--- src/rtl/core/tte_pkg.sv ---
`timescale 1ns / 1ps
`default_nettype none

package tte_pkg;

    // Screen geometry in character cells.
    localparam int COLUMNS = 64;
    localparam int ROWS    = 32;

    // Depth of the request queue between front and back.
    localparam int QUEUE_DEPTH = 2;
    localparam int QPTR_W      = (QUEUE_DEPTH > 1) ? $clog2(QUEUE_DEPTH) : 1;
    localparam int QCNT_W      = $clog2(QUEUE_DEPTH + 1);

    // Command codes on the output channel.
    localparam logic [1:0] CMD_DRAW   = 2'd0;
    localparam logic [1:0] CMD_ERASE  = 2'd1;
    localparam logic [1:0] CMD_SCROLL = 2'd2;

    // Reset value of the tab width register.
    localparam logic [3:0] TAB_WIDTH_RESET = 4'd4;

    // All commands caused by one character, in emission order:
    // erase, draw, scroll. Erase and draw share the display row.
    typedef struct packed {
        logic       erase_valid;
        logic [6:0] erase_column;
        logic [6:0] erase_end;
        logic       draw_valid;
        logic [7:0] glyph;
        logic [6:0] draw_column;
        logic [4:0] row;
        logic       scroll_valid;
        logic [4:0] scroll_row;
        logic [5:0] scroll_line;
    } bundle_t;

endpackage

`default_nettype wire

--- src/rtl/core/tte_front.sv ---
`timescale 1ns / 1ps
`default_nettype none

module tte_front #(
    parameter int COLUMNS = tte_pkg::COLUMNS,
    parameter int ROWS    = tte_pkg::ROWS
) (
    input  wire logic             clk,
    input  wire logic             rst_n,
    input  wire logic             cfg_we,
    input  wire logic [3:0]       cfg_wdata,
    input  wire logic             char_valid,
    input  wire logic [7:0]       char_code,
    input  wire logic             queue_full,
    output tte_pkg::bundle_t      push_data,
    output logic                  push
);

    // Parser states.
    localparam logic [2:0] PS_NORMAL  = 3'd0;
    localparam logic [2:0] PS_ESC     = 3'd1;
    localparam logic [2:0] PS_BRACKET = 3'd2;
    localparam logic [2:0] PS_FIRST   = 3'd3;
    localparam logic [2:0] PS_SECOND  = 3'd4;

    // Character codes the engine reacts to.
    localparam logic [7:0] CH_NUL   = 8'h00;
    localparam logic [7:0] CH_BS    = 8'h08;
    localparam logic [7:0] CH_TAB   = 8'h09;
    localparam logic [7:0] CH_LF    = 8'h0A;
    localparam logic [7:0] CH_CR    = 8'h0D;
    localparam logic [7:0] CH_ESC   = 8'h1B;
    localparam logic [7:0] CH_ZERO  = 8'h30;
    localparam logic [7:0] CH_NINE  = 8'h39;
    localparam logic [7:0] CH_SEMI  = 8'h3B;
    localparam logic [7:0] CH_D     = 8'h44;
    localparam logic [7:0] CH_K     = 8'h4B;
    localparam logic [7:0] CH_LBRKT = 8'h5B;
    localparam logic [7:0] CH_M     = 8'h6D;

    localparam logic [6:0] COLS_LIM = 7'(COLUMNS);
    localparam logic [5:0] ROWS_LIM = 6'(ROWS);

    logic [3:0] tab_width_reg;
    logic [2:0] ps_reg, ps_next;
    logic [7:0] esc_reg, esc_next;
    logic [6:0] cur_reg, cur_next;
    logic [6:0] mark_reg, mark_next;
    logic [5:0] lrow_reg, lrow_next;
    logic [4:0] drow_reg, drow_next;
    logic [5:0] sp_reg, sp_next;
    logic [7:0] prev_reg, prev_next;

    logic             accept;
    logic             digit;
    logic [3:0]       digit_val;
    logic [11:0]      esc_mul;
    logic             used;
    logic             run_cmd;
    logic             new_line;
    logic [6:0]       step_col;
    logic [6:0]       tab_mark;
    logic [7:0]       dn;
    logic [5:0]       lrow_inc;
    logic [5:0]       sp_inc;
    logic [5:0]       sp_new;
    tte_pkg::bundle_t bnd;

    assign accept    = char_valid && !queue_full;
    assign digit     = (char_code >= CH_ZERO) && (char_code <= CH_NINE);
    assign digit_val = char_code[3:0];
    assign esc_mul   = {1'b0, esc_reg, 3'b000} + {3'b000, esc_reg, 1'b0}
                     + {8'd0, digit_val};

    // Parser and cursor update for one character.
    always_comb
    begin
        ps_next   = ps_reg;
        esc_next  = esc_reg;
        cur_next  = cur_reg;
        mark_next = mark_reg;
        lrow_next = lrow_reg;
        drow_next = drow_reg;
        sp_next   = sp_reg;
        prev_next = prev_reg;
        used      = 1'b0;
        run_cmd   = 1'b0;
        new_line  = 1'b0;
        step_col  = 7'd0;
        tab_mark  = 7'd0;
        dn        = 8'd0;
        lrow_inc  = 6'd0;
        sp_inc    = 6'd0;
        sp_new    = 6'd0;
        bnd       = '0;
        bnd.row   = drow_reg;

        // Escape sequence parsing.
        unique case (ps_reg)
            PS_ESC:
            begin
                if (char_code == CH_LBRKT)
                begin
                    ps_next  = PS_BRACKET;
                    esc_next = 8'd0;
                    used     = 1'b1;
                end
                else
                begin
                    ps_next = PS_NORMAL;
                end
            end
            PS_BRACKET:
            begin
                if (digit)
                begin
                    ps_next  = PS_FIRST;
                    esc_next = {4'd0, digit_val};
                    used     = 1'b1;
                end
                else
                begin
                    run_cmd = 1'b1;
                end
            end
            PS_FIRST:
            begin
                if (digit)
                begin
                    esc_next = (esc_mul > 12'd255) ? 8'd255 : esc_mul[7:0];
                    used     = 1'b1;
                end
                else if (char_code == CH_SEMI)
                begin
                    ps_next = PS_SECOND;
                    used    = 1'b1;
                end
                else
                begin
                    run_cmd = 1'b1;
                end
            end
            PS_SECOND:
            begin
                if (digit)
                begin
                    used = 1'b1;
                end
                else
                begin
                    run_cmd = 1'b1;
                end
            end
            default:
            begin
                ps_next = PS_NORMAL;
            end
        endcase

        // Command letter at the end of a sequence.
        if (run_cmd)
        begin
            ps_next = PS_NORMAL;
            if (char_code == CH_K)
            begin
                bnd.erase_valid  = 1'b1;
                bnd.erase_column = cur_reg;
                bnd.erase_end    = mark_reg;
                mark_next        = cur_reg;
                used             = 1'b1;
            end
            else if (char_code == CH_D)
            begin
                dn = (esc_reg == 8'd0) ? 8'd1 : esc_reg;
                if (dn > {1'b0, cur_reg})
                begin
                    dn = {1'b0, cur_reg};
                end
                esc_next = dn;
                cur_next = cur_reg - dn[6:0];
                used     = 1'b1;
            end
            else if (char_code == CH_M)
            begin
                used = 1'b1;
            end
        end

        // Ordinary character handling.
        if (!used && (char_code != CH_NUL))
        begin
            prev_next = char_code;
            unique case (char_code)
                CH_LF:
                begin
                    new_line = (prev_reg != CH_CR);
                end
                CH_CR:
                begin
                    new_line = 1'b1;
                end
                CH_TAB:
                begin
                    step_col  = cur_reg + {3'd0, tab_width_reg};
                    tab_mark  = (step_col > mark_reg) ? step_col : mark_reg;
                    cur_next  = step_col;
                    mark_next = tab_mark;
                    new_line  = (tab_mark >= COLS_LIM);
                end
                CH_BS:
                begin
                    if (cur_reg != 7'd0)
                    begin
                        cur_next = cur_reg - 7'd1;
                    end
                end
                CH_ESC:
                begin
                    ps_next = PS_ESC;
                end
                default:
                begin
                    // Printable: stale text right of the cursor goes first.
                    if (cur_reg < mark_reg)
                    begin
                        bnd.erase_valid  = 1'b1;
                        bnd.erase_column = cur_reg;
                        bnd.erase_end    = mark_reg;
                    end
                    bnd.draw_valid  = 1'b1;
                    bnd.glyph       = char_code;
                    bnd.draw_column = cur_reg;
                    step_col        = cur_reg + 7'd1;
                    cur_next        = step_col;
                    mark_next       = step_col;
                    new_line        = (step_col >= COLS_LIM);
                end
            endcase
        end

        // New line, with a scroll once the screen is full.
        if (new_line)
        begin
            lrow_inc = lrow_reg + 6'd1;
            if (lrow_inc >= ROWS_LIM)
            begin
                sp_inc  = sp_reg + 6'd1;
                sp_new  = ((sp_inc > ROWS_LIM) || (sp_inc == 6'd0)) ? 6'd1 : sp_inc;
                lrow_next        = ROWS_LIM;
                sp_next          = sp_new;
                drow_next        = 5'(sp_new - 6'd1);
                bnd.scroll_valid = 1'b1;
                bnd.scroll_row   = 5'(sp_new - 6'd1);
                bnd.scroll_line  = sp_new;
            end
            else
            begin
                lrow_next = lrow_inc;
                drow_next = lrow_inc[4:0];
            end
            cur_next  = 7'd0;
            mark_next = 7'd0;
        end
    end

    assign push_data = bnd;
    assign push      = accept && (bnd.erase_valid || bnd.draw_valid || bnd.scroll_valid);

    // Configuration register.
    always_ff @(posedge clk or negedge rst_n)
    begin
        if (!rst_n)
        begin
            tab_width_reg <= tte_pkg::TAB_WIDTH_RESET;
        end
        else if (cfg_we)
        begin
            tab_width_reg <= cfg_wdata;
        end
    end

    // Terminal state.
    always_ff @(posedge clk or negedge rst_n)
    begin
        if (!rst_n)
        begin
            ps_reg   <= PS_NORMAL;
            esc_reg  <= 8'd0;
            cur_reg  <= 7'd0;
            mark_reg <= 7'd0;
            lrow_reg <= 6'd0;
            drow_reg <= 5'd0;
            sp_reg   <= 6'd0;
            prev_reg <= 8'd0;
        end
        else if (accept)
        begin
            ps_reg   <= ps_next;
            esc_reg  <= esc_next;
            cur_reg  <= cur_next;
            mark_reg <= mark_next;
            lrow_reg <= lrow_next;
            drow_reg <= drow_next;
            sp_reg   <= sp_next;
            prev_reg <= prev_next;
        end
    end

endmodule

`default_nettype wire

--- src/rtl/core/tte_queue.sv ---
`timescale 1ns / 1ps
`default_nettype none

module tte_queue (
    input  wire logic             clk,
    input  wire logic             rst_n,
    input  wire logic             push,
    input  wire tte_pkg::bundle_t push_data,
    input  wire logic             pop,
    output tte_pkg::bundle_t      head,
    output logic                  head_valid,
    output logic                  full
);

    localparam int DEPTH = tte_pkg::QUEUE_DEPTH;

    tte_pkg::bundle_t                  entry_reg [DEPTH];
    logic [tte_pkg::QPTR_W-1:0]        wr_ptr_reg, wr_ptr_next;
    logic [tte_pkg::QPTR_W-1:0]        rd_ptr_reg, rd_ptr_next;
    logic [tte_pkg::QCNT_W-1:0]        count_reg, count_next;

    assign head       = entry_reg[rd_ptr_reg];
    assign head_valid = (count_reg != '0);
    assign full       = (count_reg == tte_pkg::QCNT_W'(DEPTH));

    // Pointer and fill count update.
    always_comb
    begin
        wr_ptr_next = wr_ptr_reg;
        rd_ptr_next = rd_ptr_reg;
        count_next  = count_reg;
        if (push)
        begin
            wr_ptr_next = (wr_ptr_reg == tte_pkg::QPTR_W'(DEPTH - 1)) ? '0
                        : wr_ptr_reg + tte_pkg::QPTR_W'(1);
        end
        if (pop)
        begin
            rd_ptr_next = (rd_ptr_reg == tte_pkg::QPTR_W'(DEPTH - 1)) ? '0
                        : rd_ptr_reg + tte_pkg::QPTR_W'(1);
        end
        if (push && !pop)
        begin
            count_next = count_reg + tte_pkg::QCNT_W'(1);
        end
        else if (pop && !push)
        begin
            count_next = count_reg - tte_pkg::QCNT_W'(1);
        end
    end

    always_ff @(posedge clk or negedge rst_n)
    begin
        if (!rst_n)
        begin
            wr_ptr_reg <= '0;
            rd_ptr_reg <= '0;
            count_reg  <= '0;
        end
        else
        begin
            wr_ptr_reg <= wr_ptr_next;
            rd_ptr_reg <= rd_ptr_next;
            count_reg  <= count_next;
        end
    end

    // Entry storage.
    always_ff @(posedge clk)
    begin
        if (push)
        begin
            entry_reg[wr_ptr_reg] <= push_data;
        end
    end

endmodule

`default_nettype wire

--- src/rtl/core/tte_back.sv ---
`timescale 1ns / 1ps
`default_nettype none

module tte_back (
    input  wire logic             clk,
    input  wire logic             rst_n,
    input  wire tte_pkg::bundle_t head,
    input  wire logic             head_valid,
    output logic                  pop,
    output logic                  cmd_valid,
    input  wire logic             cmd_stall,
    output logic [1:0]            command,
    output logic [7:0]            glyph,
    output logic [6:0]            column,
    output logic [6:0]            end_column,
    output logic [4:0]            row,
    output logic [5:0]            scroll_line,
    output logic                  last
);

    // Bit order of the pending mask: erase, draw, scroll.
    localparam int P_ERASE  = 0;
    localparam int P_DRAW   = 1;
    localparam int P_SCROLL = 2;

    logic [2:0] done_reg, done_next;
    logic       valid_reg, valid_next;
    logic [1:0] command_reg;
    logic [7:0] glyph_reg;
    logic [6:0] column_reg;
    logic [6:0] end_column_reg;
    logic [4:0] row_reg;
    logic [5:0] scroll_line_reg;
    logic       last_reg;

    logic [2:0] pending;
    logic [2:0] sel;
    logic       load;
    logic       sel_last;
    logic [1:0] sel_command;
    logic [7:0] sel_glyph;
    logic [6:0] sel_column;
    logic [6:0] sel_end;
    logic [4:0] sel_row;
    logic [5:0] sel_line;

    assign pending = {head.scroll_valid, head.draw_valid, head.erase_valid} & ~done_reg;
    assign load    = head_valid && (!valid_reg || !cmd_stall);

    // Pick the earliest command of the head request still to be sent.
    always_comb
    begin
        sel         = 3'b000;
        sel_command = tte_pkg::CMD_DRAW;
        sel_glyph   = 8'd0;
        sel_column  = 7'd0;
        sel_end     = 7'd0;
        sel_row     = head.row;
        sel_line    = 6'd0;
        priority if (pending[P_ERASE])
        begin
            sel[P_ERASE] = 1'b1;
            sel_command  = tte_pkg::CMD_ERASE;
            sel_column   = head.erase_column;
            sel_end      = head.erase_end;
        end
        else if (pending[P_DRAW])
        begin
            sel[P_DRAW] = 1'b1;
            sel_command = tte_pkg::CMD_DRAW;
            sel_glyph   = head.glyph;
            sel_column  = head.draw_column;
        end
        else
        begin
            sel[P_SCROLL] = 1'b1;
            sel_command   = tte_pkg::CMD_SCROLL;
            sel_row       = head.scroll_row;
            sel_line      = head.scroll_line;
        end
    end

    assign sel_last = ((pending & ~sel) == 3'b000);
    assign pop      = load && sel_last;

    // Progress through the head request and output valid.
    always_comb
    begin
        done_next  = done_reg;
        valid_next = valid_reg;
        if (load)
        begin
            done_next  = sel_last ? 3'b000 : (done_reg | sel);
            valid_next = 1'b1;
        end
        else if (!cmd_stall)
        begin
            valid_next = 1'b0;
        end
    end

    always_ff @(posedge clk or negedge rst_n)
    begin
        if (!rst_n)
        begin
            done_reg  <= 3'b000;
            valid_reg <= 1'b0;
        end
        else
        begin
            done_reg  <= done_next;
            valid_reg <= valid_next;
        end
    end

    // Output payload register.
    always_ff @(posedge clk)
    begin
        if (load)
        begin
            command_reg     <= sel_command;
            glyph_reg       <= sel_glyph;
            column_reg      <= sel_column;
            end_column_reg  <= sel_end;
            row_reg         <= sel_row;
            scroll_line_reg <= sel_line;
            last_reg        <= sel_last;
        end
    end

    assign cmd_valid   = valid_reg;
    assign command     = command_reg;
    assign glyph       = glyph_reg;
    assign column      = column_reg;
    assign end_column  = end_column_reg;
    assign row         = row_reg;
    assign scroll_line = scroll_line_reg;
    assign last        = last_reg;

endmodule

`default_nettype wire

--- src/rtl/core/text_terminal_char_engine.sv ---
`timescale 1ns / 1ps
`default_nettype none

// Character engine of a scrolling text terminal.
// Input channel: char_valid / char_stall carry one character byte per request
// on char_code. Output channel: cmd_valid / cmd_stall carry one drawing
// command per request (draw, erase to end mark, or scroll and clear row);
// last marks the final command that a character causes.
// Configuration: tab_width is written through cfg_we / cfg_wdata; the user
// must write it only while idle, which the block itself does not enforce.
// The first command of a character passes the request queue and then the
// output register. A character causes one to three commands, zero for bytes
// that only move the cursor or feed the parser. Throughput: the front accepts
// a character every cycle while the two-entry request queue has room; the back
// drains it through the output register one command per cycle unless stalled.
// Reset clears the cursor, rows, scroll line, parser and queue, and sets the
// tab width to four.
// When the receiver stalls, the current command holds; the queue then fills
// and char_stall rises.
module text_terminal_char_engine #(
    parameter int COLUMNS = tte_pkg::COLUMNS,
    parameter int ROWS    = tte_pkg::ROWS
) (
    input  wire logic       clk,
    input  wire logic       rst_n,
    input  wire logic       cfg_we,
    input  wire logic [3:0] cfg_wdata,
    input  wire logic       char_valid,
    output logic            char_stall,
    input  wire logic [7:0] char_code,
    output logic            cmd_valid,
    input  wire logic       cmd_stall,
    output logic [1:0]      command,
    output logic [7:0]      glyph,
    output logic [6:0]      column,
    output logic [6:0]      end_column,
    output logic [4:0]      row,
    output logic [5:0]      scroll_line,
    output logic            last
);

    tte_pkg::bundle_t push_data;
    tte_pkg::bundle_t head;
    logic             push;
    logic             pop;
    logic             head_valid;
    logic             queue_full;

    assign char_stall = queue_full;

    tte_front #(
        .COLUMNS (COLUMNS),
        .ROWS    (ROWS)
    ) u_front (
        .clk        (clk),
        .rst_n      (rst_n),
        .cfg_we     (cfg_we),
        .cfg_wdata  (cfg_wdata),
        .char_valid (char_valid),
        .char_code  (char_code),
        .queue_full (queue_full),
        .push_data  (push_data),
        .push       (push)
    );

    tte_queue u_queue (
        .clk        (clk),
        .rst_n      (rst_n),
        .push       (push),
        .push_data  (push_data),
        .pop        (pop),
        .head       (head),
        .head_valid (head_valid),
        .full       (queue_full)
    );

    tte_back u_back (
        .clk         (clk),
        .rst_n       (rst_n),
        .head        (head),
        .head_valid  (head_valid),
        .pop         (pop),
        .cmd_valid   (cmd_valid),
        .cmd_stall   (cmd_stall),
        .command     (command),
        .glyph       (glyph),
        .column      (column),
        .end_column  (end_column),
        .row         (row),
        .scroll_line (scroll_line),
        .last        (last)
    );

endmodule

`default_nettype wire

--- config.mk ---
export PLATFORM = sky130hd
export DESIGN_NAME = text_terminal_char_engine
export DESIGN_NICKNAME = d
export VERILOG_FILES = /design/src/rtl/core/tte_pkg.sv /design/src/rtl/core/tte_front.sv /design/src/rtl/core/tte_queue.sv /design/src/rtl/core/tte_back.sv /design/src/rtl/core/text_terminal_char_engine.sv
export SDC_FILE = /design/constraint.sdc
export NUM_CORES = 1
export LEC_CHECK = 0
export BUFFER_PORTS_ARGS = -buffer_cell sky130_fd_sc_hd__buf_2
export CORE_MARGIN = 8
export CORE_UTILIZATION = 38
export DETAILED_ROUTE_END_ITERATION = 6
export GPL_TIMING_DRIVEN = 0
export MAX_ROUTING_LAYER = met4
export PLACE_DENSITY = 0.65
export SLEW_MARGIN = 0
export SYNTH_ARGS = -nofsm -noshare
export SYNTH_HDL_FRONTEND = slang
export SYNTH_SLANG_ARGS = --single-unit
--- constraint.sdc ---
create_clock -name clk -period 5.7 [get_ports clk]
set_clock_uncertainty 0.2 [all_clocks]
set_input_delay 1.71 -clock clk [delete_from_list [all_inputs] [get_ports clk]]
set_output_delay 1.71 -clock clk [all_outputs]
set_load 0.01 [all_outputs]
## After elaboration in Yosys (flattened, before gate mapping)

Memories as Yosys holds them, arrays and structs flattened.
Cells that the tools add are included.

| storage, ports and cells | value |
|---|---|
| register bits | 98 |
| memories | 1 |
| memory bits (writable) | 96 |
| bits of input ports | 17 |

| cells by class | value |
|---|---|
| reductions and logical operators | 35 |
| equal/unequal tests | 17 |
| bitwise gates (word level) | 6 |
| muxes and demuxes | 77 |
| add/subtract/negate cells | 13 |
| magnitude comparators | 10 |

Memory list:

| memory | depth | bits a word | rd ports | clocked after memory_dff | write ports | RTL line | source |
|---|---|---|---|---|---|---|---|
| u_queue.entry_reg | 2 | 48 | 1 | 0 | 1 | tte_queue.sv:17 | `tte_pkg::bundle_t entry_reg [DEPTH];` |

Operators by type and width:

| operator | number |
|---|---|
| 2-to-1 mux 8 bit | 12 |
| 2-to-1 mux 7 bit | 13 |
| 2-to-1 mux 31 bit | 2 |
| 2-to-1 mux 15 bit | 3 |
| equality test 8 x 4 -> 1 bit, second input constant | 4 |
| equality test 8 x 7 -> 1 bit, second input constant | 4 |
| 2-to-1 mux 12 bit | 2 |
| one-hot mux 8 bit (3 select lines) | 1 |
| 2-to-1 mux 1 bit | 21 |
| 2-to-1 mux 3 bit | 7 |
| one-hot mux 7 bit (3 select lines) | 1 |
| 2-to-1 mux 5 bit | 3 |
| >= comparator 7 bit, second input constant | 2 |
| one-hot mux 7 bit (2 select lines) | 1 |
| adder 11 x 9 -> 12 bit | 1 |
| adder 12 x 4 -> 12 bit | 1 |
| adder 6 x 1 -> 6 bit, second input constant | 2 |
| greater-than comparator 12 x 8 -> 1 bit, second input constant | 1 |
| 2-to-1 mux 6 bit | 2 |
| one-hot mux 3 bit (4 select lines) | 1 |
| 2-to-1 mux 2 bit | 5 |
| equality test 8 x 5 -> 1 bit, second input constant | 1 |
| equality test 8 x 6 -> 1 bit, second input constant | 1 |
| >= comparator 8 x 6 -> 1 bit, second input constant | 1 |
| 42 further kinds | 66 |

## Depth between registers and ports, before layout

Gate-level depths: netlist (run 1).

| depth | value |
|---|---|
| depth after elaboration | 18 |
| mapped depth | 20 |
| mapped depth without buffers | 18 |

## Cells and area by module

From an unflattened synthesis (run 1), not the netlist that was laid out.

| second synthesis, totals | value |
|---|---|
| cells, all modules | 953 |
| area total of the unflattened synthesis | 10,909.2 µm² |

By module, submodules not included:

| module | instances | area an instance (µm²) | sequential area each (µm²) | cells each |
|---|---|---|---|---|
| tte_front | 1 | 5,577.8 | 1,352.5 | 692 |
| tte_queue | 1 | 3,698.5 | 2,982.9 | 165 |
| tte_back | 1 | 1,632.8 | 1,181.1 | 96 |

## Worst setup path after synthesis (run 1)

Ideal clock, no wire load.

| timing path | value |
|---|---|
| kind | register to register |
| from | register u_front.cur_reg[0] |
| to | memory u_queue.entry_reg[0][0] in the netlist's numbering (enable) |
| period minus slack after synthesis | 6.336 ns |
| buffers on the path | 2 |
| cell stages (with the launch flop) | 16 |
| data arrival time | 5.682 ns |
| path slack | -0.636 ns |
| path through | dfrtp_1 ha_1 fa_1 a211oi_1 nor4_1 xnor2_1 ha_1 nand4_1 o211ai_2 and2_1 clkbuf_1 a311oi_4 or3_1 buf_4 a21o_1 nor2_1 |

| on the way | value |
|---|---|
| cells in the longest elaborated chain, start to end | 11 |
| elaborated cells on any way between the ends | 18 |
| those cells by class | 2 x add/sub; 4 x order compare; 9 x mux; 3 x reduce/logical |

Ends and longest elaborated chain:

| element | RTL line | source |
|---|---|---|
| start, declared | tte_front.sv:47 | `logic [6:0] cur_reg, cur_next;` |
| start signal, assigned | tte_front.sv:300 | `cur_reg <= cur_next;` |
| adder 7 x 4 -> 7 bit | tte_front.sv:204 | `step_col = cur_reg + {3'd0, tab_width_reg};` |
| greater-than comparator 7 bit | tte_front.sv:205 | `tab_mark = (step_col > mark_reg) ? step_col : mark_reg;` |
| 2-to-1 mux 7 bit | tte_front.sv:205 |  |
| >= comparator 7 bit | tte_front.sv:208 | `new_line = (tab_mark >= COLS_LIM);` |
| one-hot mux 1 bit (4 select lines) | tte_front.sv:193 | `unique case (char_code)` |
| 2-to-1 mux 1 bit | tte_front.sv:190 | `if (!used && (char_code != CH_NUL))` |
| 2-to-1 mux 12 bit | tte_front.sv:242 | `if (new_line)` |
| logical OR 1 bit (*) | tte_front.sv:267 | `assign push = accept && (bnd.erase_valid \|\| bnd.draw_valid \|\| bnd.scroll_valid);` |
| logical AND 1 bit (*) | tte_front.sv:267 |  |
| 2-to-1 mux 1 bit (*) | tte_queue.sv:71 | `if (push)` |
| 2-to-1 mux 1 bit (not written as such) (*) | tte_queue.sv:73 | `entry_reg[wr_ptr_reg] <= push_data;` |
| end, declared | tte_queue.sv:17 |  |

Mark *: on every way between the ends. The rest lies on a longest branch, timed or not.

## Worst setup path after layout (run 1)

| timing path | value |
|---|---|
| from | register u_front.cur_reg[0] |
| to | memory u_queue.entry_reg[1][15] in the netlist's numbering (enable) |

Same word-level chain as after synthesis.

==> results.ini, run 1 <==
[pwr]
pwr-share-seq_pct = 37.3
cellInternalPower_mw = 3.77
total_power_mw = 6.23
combPwrFrac_pct = 42.6
peakVddDrop_mv = 0.201
p_leak_nw = 4.86
switchingPower_mw = 2.46
swShare_pct = 39.5
share_clk_of_total_power_pct = 20.1
power_density_nw_per_um2 = 516

[worst_setup_path]
arrival_ns = 5.38
endpoint_kind = register
worstReg2RegEnd = u_queue.entry_reg[1][15]
r2r_cells = 16
rrSetupSlack_ns = 0.25
r2r_start = u_front.cur_reg[0]
crit_slowest_cell = dfrtp_1
start_kind = register
path_cells = ha_1 > fa_1 > a21o_1 > a21oi_1 > xnor2_1 > ha_1 > nand4_1 > o211ai_2 > and2_1 > clkbuf_1 > a311oi_4 > or3_1 > buf_4 > a21o_1 > nor2_4 > buf_4
max_stage_delay_ns = 0.54
cp.required_ns = 5.63
path_class = reg -> reg
path_max_fanout = 14

[route]
avgViaCountPerCell = 5.42
drt_pass1_iterations = 5
vias = 7663
met3_length_um = 1510
wl_met2_um = 11800
met1_length_um = 11600
drtAntennaViolNets = 0
first_iter_violations = 704
top_layer_used = met4
wirelength_um = 25400
drc = 0
drt-wirelength-per-cell_um = 17.9

[synth]
ys_seq_elements = 194
syn_area_per_cell_um2 = 11.2
seq_area_frac_synth_pct = 52.2
synth_edf_count = 132
async_reset_ff_share_pct = 32.0
ys_warn_count = 0
netlist_area_um2 = 10600
post_synth_num_cell_types = 83
synth-main-ff-cell = edfxtp_1
syn-num-nets = 1013
netlist_instances = 943

[sta]
setup_tns_ns = 0
hold_viol_final = 0
max_freq_mhz = 183
tightest_slew_ns = 0.903
min_period_ns = 5.45
relSlewSlack_pct = 39.8
finalCritPeriodShare_pct = 95.6
rsz0062_at_grt = no
setup_viol = 0
finalMaxSlewViolations = 0

[floorplan]
core_area_um2 = 27600
die-area_um2 = 33400
die_h_um = 183
ioPinCount = 55
die_w_um = 183
start_util_pct = 38.3
std_cell_rows = 61

[cts]
insertion_delay_ns = 0.44
clock_path_buffers = 2
cts_sinks = 194
h-tree-depth = 4
clk_pin_slew_worst_paths_ns = 0.07
numCtsBuffers = 17
clockRootBuffer = clkbuf_16
cts_tree = yes

[cells_and_area]
seq_area_um2 = 5520
multiInputGateArea_um2 = 4720
fin_util_pct = 43.8
fillers = 2608
syn2layout_area_growth_pct = 14.3
final_net_count = 1094
largest_register_ffs = 96
drive_gt1_share_pct = 14.9
n_antenna_cell = 0

[worst_hold_path]
hp-class = reg -> reg
hold_depth = 0
min_to = u_queue.entry_reg[1][15]
min_from = u_front.drow_reg[3]

[run]
maxCapViolCount = 0

[grt]
grt_max_degree = 63
antenna_found_initial = 0
grt_pass1_vias = 7415
overflow = 0
track_usage_pct = 15.7
grt_pass1_wl_um = 40300

[place]
portBuffers = 53
place_hpwl_um = 18300
gp_congestion = 0.919

[run_status]
outcome = completed

==> worst max-delay path by stage <==
stage | startpoint | to | slack, ns | cells after the start
detailed placement | u_front.cur_reg[0] | u_queue.entry_reg[0][40] | -0.14 | 16
global route | u_front.cur_reg[0] | u_queue.entry_reg[1][13] | 0.006 | 16
CTS | u_front.cur_reg[0] | u_queue.entry_reg[1][20] | 0.01 | 16
finish | u_front.cur_reg[0] | u_queue.entry_reg[1][15] | 0.25 | 16
floorplan | u_front.cur_reg[0] | u_queue.entry_reg[0][0] | -0.64 | 15
global placement | u_front.cur_reg[0] | u_queue.entry_reg[0][40] | -2.62 | 16
==> logic make-up (layout without fill, tap and decap cells) <==
family                     Yosys count  in the layout  synth area share, %
xor gates and xnor gates            35             35                 2.90
buffers and inverters               89            183                 3.41
and+or+nand+nor                    285            285                 13.3
AOI/OAI and AO/OA                  216            216                 14.0
muxes                               71             71                 7.60
DFF                                194            194                 52.2
adders and majority gates           53             53                 6.56
==> worst max-delay path, delay by kind of cell (launching register included) <==
family | cells | cell delay (ns)
AO/OA/AOI/OAI | 5 | 1.39
XOR/XNOR | 1 | 0.17
AND/OR/NAND/NOR | 4 | 0.89
adder cells (fa/ha/maj) | 3 | 1.08
flip-flops | 1 | 0.54
buffers and inverters | 3 | 0.86
==> synthesized netlist by cell type, drive strengths merged (5+ instances only) <==
library cell,n,area (µm²)
nor3b,7,52.6
nand4,6,37.5
ha,49,613
a31oi,9,56.3
or2,5,31.3
mux2,23,259
o21a,8,60.1
nand3,22,110
nor2b,8,50.1
nand2b,8,50.1
a21o,15,113
o211ai,7,57.6
nor2,107,409
and2,5,31.3
clkbuf,37,139
inv,37,139
and3,13,81.3
nor4,7,58.8
o21ai,48,240
xnor2,22,193
mux4,5,113
nor3,18,100
a21oi,51,270
dfrtp,61,1530
a22o,7,61.3
nand2,59,224
mux2i,43,430
buf,14,78.8
edfxtp,132,3960
xor2,13,114
o31ai,5,42.5
o22ai,15,93.8
==> timing repair <==
item	4_1_cts	5_1_grt
hold buffers	0	0
resized for setup	1	0
setup buffers	3	3
pin swaps	1	1
endpoints found under the setup margin	64	48
==> layout by cell type, fill, tap and decap left out, types with 6 or more instances in the layout <==
cell,n
o21ai_0,45
nor3_1,16
o21a_1,8
a31oi_1,9
o211ai_1,6
inv_1,35
xor2_1,13
nand2_1,58
buf_2,61
dfrtp_1,61
nor2_1,104
clkbuf_16,17
nand4_1,6
and3_1,13
buf_4,9
edfxtp_1,132
mux2i_1,43
ha_1,49
nor2b_1,8
nand2b_1,8
a22o_1,7
nor4_1,6
xnor2_1,21
mux2_2,19
a21o_1,15
o22ai_1,15
nor3b_1,7
a21oi_1,48
nand3_1,22
clkbuf_1,37
==> power by group through the flow <==
stage          Clock, mW  Combinational (mW)  Sequential, mW
2_1_floorplan          0                1.77            2.40
3_3_place_gp           0                2.54            2.37
3_5_place_dp           0                2.63            2.36
4_1_cts             1.27                2.65            2.33
5_1_grt             1.33                2.92            2.37
6_report            1.25                2.66            2.32
==> metal layers <==
layer,vias to the layer above,global-route usage (%)
met5,-,-
met4,0,4.66
met3,25,2.53
met2,257,24.5
met1,3707,20.9
li1,3674,-
==> area by class of cell <==
type,instances,share of cell area (%)
Clock buffer,17,3.52
Buffer,51,1.80
Multi-Input combinational cell,660,39.1
Inverter,38,1.18
Clock inverter,15,1.72
Timing Repair Buffer,62,3.09
Sequential cell,194,45.7
Tap cell,378,3.92
==> metrics by stage <==
stage          instance area, µm²  hold slack (ns)  instances  setup slack (ns)
5_1_grt                     12100            0.295       1415           0.00628
3_3_place_gp                11300            0.248       1374             -2.62
3_5_place_dp                11400            0.267       1377            -0.145
6_report                    12100            0.276       1415             0.249
2_1_floorplan               10600            0.238        943            -0.636
4_1_cts                     12000            0.281       1412            0.0125
Note: power is estimated with default switching activity, not from simulation.
==> run 2, diff against run 1 <==
- ABC_AREA: unset -> 1
==> run 2 against run 1 <==
Against the previous run: combinational power up 30%; routed wire length shrank 0.40%; critical path depth is 7 higher; register-to-register slack improved by 0.19 ns; worst hold slack better by 0.0069 ns; first-iteration DRC count down 1.6%; critical path type unchanged; sequential cell count did not move; power grew 14%; sequential share of layout area is 0.83 points higher; die area is 0.62% lower.
==> results.ini, run 2 <==
[run_status]
outcome = completed

[floorplan]
std_cell_rows = 61
start_util_pct = 38.2
core_area_um2 = 27500
die_h_um = 182
die-area_um2 = 33200
die_w_um = 182
ioPinCount = 55

[sta]
setup_viol = 0
finalCritPeriodShare_pct = 92.4
hold_viol_final = 0
rsz0062_at_grt = no
setup_slack_ns = 0.434
min_period_ns = 5.27
max_freq_mhz = 190
tightest_slew_ns = 1.08
holdWs_ns = 0.283
relSlewSlack_pct = 27.2
finalMaxSlewViolations = 0

[cells_and_area]
final_common_cell = nand2_1
seq_area_um2 = 5520
syn2layout_area_growth_pct = 13.1
fin_util_pct = 43.1
fin_area_um2 = 11900
fillers = 2637
n_antenna_cell = 0
drive_gt1_share_pct = 13.2
layout_common_cells = nand2_1 (247), edfxtp_1 (132), nor2_1 (98)
final_net_count = 1265
largest_register_ffs = 96
stdcell_count = 1554
multiInputGateArea_um2 = 4380

[grt]
grt_max_degree = 63
grt_pass1_wl_um = 40800
track_usage_pct = 15.9
antenna_found_initial = 0
overflow = 0
grt_pass1_vias = 7769

[pwr]
power_density_nw_per_um2 = 600
p_leak_nw = 5.03
peakVddDrop_mv = 0.350

[synth]
netlist_area_um2 = 10500
syn_area_per_cell_um2 = 9.36
syn-num-nets = 1190
synth-main-ff-cell = edfxtp_1
post_synth_num_cell_types = 54
synth_mux_area_share_pct = 1.57
async_reset_ff_share_pct = 32.0
synth_top_cell_by_area = edfxtp_1
ys_warn_count = 0
synth_xor_area_share_pct = 2.00
synth_adder_area_share_pct = 6.61
synth_top_family_by_area = simple AND/OR/NAND/NOR gates
synth_compound_area_share_pct = 12.3
ys_seq_elements = 194
synth-simple-area-share_pct = 19.1
yosys.cell_count.top_type = nand2_1
seq_area_frac_synth_pct = 52.6
netlist_instances = 1120
synth_edf_count = 132
ys_top_cells_by_area = edfxtp_1 (38%), dfrtp_1 (15%), nand2_1 (8.8%), ha_1 (5.8%), o21ai_0 (4.3%)
synth_top_area_share_pct = 37.8
synthTopCellsByCount = nand2_1 (247), edfxtp_1 (132), nor2_1 (99)

[cts]
post-cts-setup-buffers = 0
clockRootBuffer = clkbuf_16
clock_path_buffers = 2
h-tree-depth = 4
cts_sinks = 194
clk_pin_slew_worst_paths_ns = 0.09
cts_resized = 0
numCtsBuffers = 17
insertion_delay_ns = 0.45
ctsHoldBuffers = 0
cts_tree = yes

[route]
met3_length_um = 1510
vias = 8076
wl_met2_um = 11700
avgViaCountPerCell = 5.20
top_layer_used = met4
first_iter_violations = 693
drtAntennaViolNets = 0
drt_pass1_iterations = 5
drt-wirelength-per-cell_um = 16.3
drc = 0
wirelength_um = 25300
met1_length_um = 11400

[worst_setup_path]
endpoint_kind = register
start_kind = register
arrival_ns = 5.20
cp.required_ns = 5.64
path_class = reg -> reg
path_max_fanout = 32

[run]
maxCapViolCount = 0

[place]
portBuffers = 54
place_hpwl_um = 18400
pre_cts_ws_ns = 0.463
placed_cells_incl_taps = 1522
dpl_cell_area_um2 = 11200
gp_congestion = 0.933

[worst_hold_path]
hp-class = reg -> reg

-- run 2: cell count changes after synthesis, moves of 14 or more --
cell      previous run  this run
inv_1               35        96
o211ai_1             6        25
a21o_1              15         1
o21ai_0             45        91
mux2_2              19         4
nand2_1             58       247
xnor2_1             22         4
a21oi_1             49        79
mux2i_1             43        12
nand3_1             22        44
-- run 2: area by class of cell --
type,count,share of cell area [%]
Tap cell,346,3.65
Buffer,36,1.36
Inverter,117,3.75
Timing Repair Buffer,56,2.64
Clock buffer,18,3.70
Sequential cell,194,46.5
Clock inverter,14,1.46
Multi-Input combinational cell,773,36.9
-- run 2: cell families after synthesis --
kind of cell	Yosys count
adder cells (fa/ha/maj)	53
buffers and inverters	153
AND/OR/NAND/NOR	451
flip-flops	194
multiplexers	16
AO/OA/AOI/OAI	229
XOR/XNOR	24
-- run 2: through the flow --
step,TNS (ns),power [mW]
final,0,7.11
after global routing,0,7.72
after CTS,0,7.13
after detailed placement,0,5.91
after global placement,-33.97,5.80
after floorplan,0,4.88
-- run 2: final timing paths --
path,startpoint,depth (start not counted),slack (ns),endpoint
worst max-delay path,u_front.cur_reg[0],23,0.43,u_queue.entry_reg[1][24]
worst min-delay path,u_front.drow_reg[0],0,0.28,u_queue.entry_reg[0][12]
worst max register to register,u_front.cur_reg[0],23,0.43,u_queue.entry_reg[1][24]
worst min register to register,u_front.drow_reg[0],0,0.28,u_queue.entry_reg[0][12]
max in group asynchronous,rst_n,1,3.57,u_front.prev_reg[2]
min in group asynchronous,rst_n,1,1.16,u_front.drow_reg[1]
-- run 2: where the power goes --
| group | internal, mW | switching [mW] | total [mW] |
|---|---|---|---|
| clock network | 0.608 | 0.605 | 1.21 |
| logic | 1.15 | 2.32 | 3.46 |
| registers | 2.18 | 0.249 | 2.43 |
| total | 3.93 | 3.17 | 7.11 |
-- run 2: worst max-delay path: stages (launching register included) --
cell and delay [ns]:
dfrtp_1 0.55, ha_1 0.31, fa_1 0.41, a21oi_1 0.17, o21ai_0 0.16, nand3_1 0.16
xor2_1 0.22, inv_1 0.11, ha_1 0.30, nand2_1 0.07, nor2_1 0.14, nand2_1 0.08
o211ai_1 0.13, nand2_1 0.18, a21oi_1 0.14, o21ai_0 0.09, nand3_1 0.12, nand2_4 0.14
nor2_8 0.15, inv_4 0.07, a31oi_4 0.19, inv_2 0.09, nor2_4 0.45, buf_12 0.29
-- run 2: per-layer routing --
metal,vias to the layer above,GRT usage (%)
li1,3983,-
met1,3807,20.1
met2,243,25.4
met3,43,2.39
met4,0,6.20
met5,-,-
==> run 3, diff against run 2 <==
- RECOVER_POWER: unset -> 25
==> run 3 against run 2 <==
Against the previous run: critical path depth unchanged; sequential share of layout area about the same; the run now ends with capacitance limit, slew limit left; sequential power about the same; clock power about the same; critical endpoint unchanged; highest routed layer unchanged; cell area down 0.11%; first-iteration DRC count unchanged.
==> results.ini, run 3 (same netlist as run 2, synthesis figures left out) <==
[cts]
h-tree-depth = 4
cts_tree = yes
clock_path_buffers = 2
clockRootBuffer = clkbuf_16
numCtsBuffers = 17
cts_resized = 0
ctsHoldBuffers = 0
insertion_delay_ns = 0.45
cts_sinks = 194
post-cts-setup-buffers = 0
clk_pin_slew_worst_paths_ns = 0.09

[cells_and_area]
syn2layout_area_growth_pct = 12.9
final_net_count = 1265
final_common_cell = nand2_1
n_antenna_cell = 0
layout_common_cells = nand2_1 (247), edfxtp_1 (132), nor2_1 (99)
drive_gt1_share_pct = 12.7
largest_register_ffs = 96

[worst_setup_path]
path_max_fanout = 32
cp.required_ns = 5.64
endpoint_kind = register
path_class = reg -> reg
start_kind = register
arrival_ns = 5.21

[floorplan]
core_area_um2 = 27500
die-area_um2 = 33200
die_h_um = 182
std_cell_rows = 61
start_util_pct = 38.2
ioPinCount = 55
die_w_um = 182

[route]
drc = 0
first_iter_violations = 693
drtAntennaViolNets = 0
drt-wirelength-per-cell_um = 16.3
vias = 8073
drt_pass1_iterations = 5
wirelength_um = 25300
avgViaCountPerCell = 5.19

[run]
maxCapViolCount = 1

[pwr]
switchingPower_mw = 3.17
power_density_nw_per_um2 = 600
pwr-share-seq_pct = 34.2
share_clk_of_total_power_pct = 17.1
swShare_pct = 44.7
total_power_mw = 7.10
p_leak_nw = 5.01
peakVddDrop_mv = 0.350
cellInternalPower_mw = 3.93
combPwrFrac_pct = 48.7

[run_status]
violations = capacitance limit, slew limit
outcome = finished with violations

[grt]
antenna_found_initial = 0
grt_pass1_wl_um = 40800
overflow = 0
grt_pass1_vias = 7769
grt_max_degree = 63
track_usage_pct = 15.9

[place]
place_hpwl_um = 18400
portBuffers = 54
gp_congestion = 0.933

[sta]
min_period_ns = 5.27
tightest_slew_ns = 3.58
finalMaxSlewViolations = 63
relSlewSlack_pct = -138
max_freq_mhz = 190
setup_viol = 0
holdWs_ns = 0.283
rsz0062_at_grt = no
finalCritPeriodShare_pct = 92.5
hold_viol_final = 0

[worst_hold_path]
hp-class = reg -> reg

run 3: changes by cell type in the layout (fill, tap and decap cells not counted), sizes merged:
cell    previous run  this run
buf               67        61
clkbuf            43        49
run 3: final cells by class:
| cell class | instances | area [µm²] |
|---|---|---|
| clock buffers | 18 | 439 |
| well taps | 346 | 433 |
| clock inverters | 14 | 173 |
| flip-flops and latches | 194 | 5520 |
| fillers | 2640 | 15600 |
| plain buffers | 36 | 161 |
| inverters | 117 | 444 |
| repair buffers | 56 | 303 |
| multi-input cells | 773 | 4370 |
run 3: final timing paths:
path	endpoint	slack (ns)	depth (start not counted)	from
min	u_queue.entry_reg[0][14]	0.28	0	u_front.drow_reg[2]
max reg2reg	u_queue.entry_reg[1][24]	0.43	23	u_front.cur_reg[0]
min in group asynchronous	u_front.drow_reg[1]	2.28	1	rst_n
min reg2reg	u_queue.entry_reg[0][14]	0.28	0	u_front.drow_reg[2]
max in group asynchronous	u_front.prev_reg[2]	1.00	1	rst_n
max	u_queue.entry_reg[1][24]	0.43	23	u_front.cur_reg[0]
run 3: metrics by stage:
stage | instance area (µm²) | setup TNS (ns) | instances | setup slack, ns | utilization, %
2_1_floorplan | 10500 | 0 | 1120 | 0.597 | -
3_3_place_gp | 11200 | -33.97 | 1520 | -0.710 | 40.7
3_5_place_dp | 11200 | 0 | 1522 | 0.463 | 40.9
4_1_cts | 11900 | 0 | 1554 | 0.435 | 43.1
5_1_grt | 11800 | 0 | 1554 | 0.149 | 43.1
6_report | 11800 | 0 | 1554 | 0.430 | 43.1
run 3: critical path, stage by stage, from the launching register on:
cell,delay (ns)
dfrtp_1,0.55
ha_1,0.31
fa_1,0.41
a21oi_1,0.17
o21ai_0,0.16
nand3_1,0.16
xor2_1,0.22
inv_1,0.11
ha_1,0.30
nand2_1,0.07
nor2_1,0.14
nand2_1,0.08
o211ai_1,0.13
nand2_1,0.18
a21oi_1,0.14
o21ai_0,0.09
nand3_1,0.12
nand2_4,0.14
nor2_8,0.15
inv_4,0.07
a31oi_4,0.19
inv_2,0.09
nor2_4,0.45
buf_12,0.29
run 3: routing by layer:
metal  track usage (%)  share of wire [%]  vias up
li1                  -                  -     3984
met1              20.1                 45     3810
met2              25.4                 46      237
met3              2.39                5.9       42
met4              6.20                2.7        0
met5                 -                  0        -
run 3: power by group through the flow:
stage               Clock, mW  Sequential (mW)  Combinational, mW
floorplan                   0             2.47               2.41
global placement            0             2.45               3.34
detailed placement          0             2.46               3.45
CTS                      1.23             2.43               3.47
global route             1.29             2.48               3.94
finish                   1.21             2.43               3.46
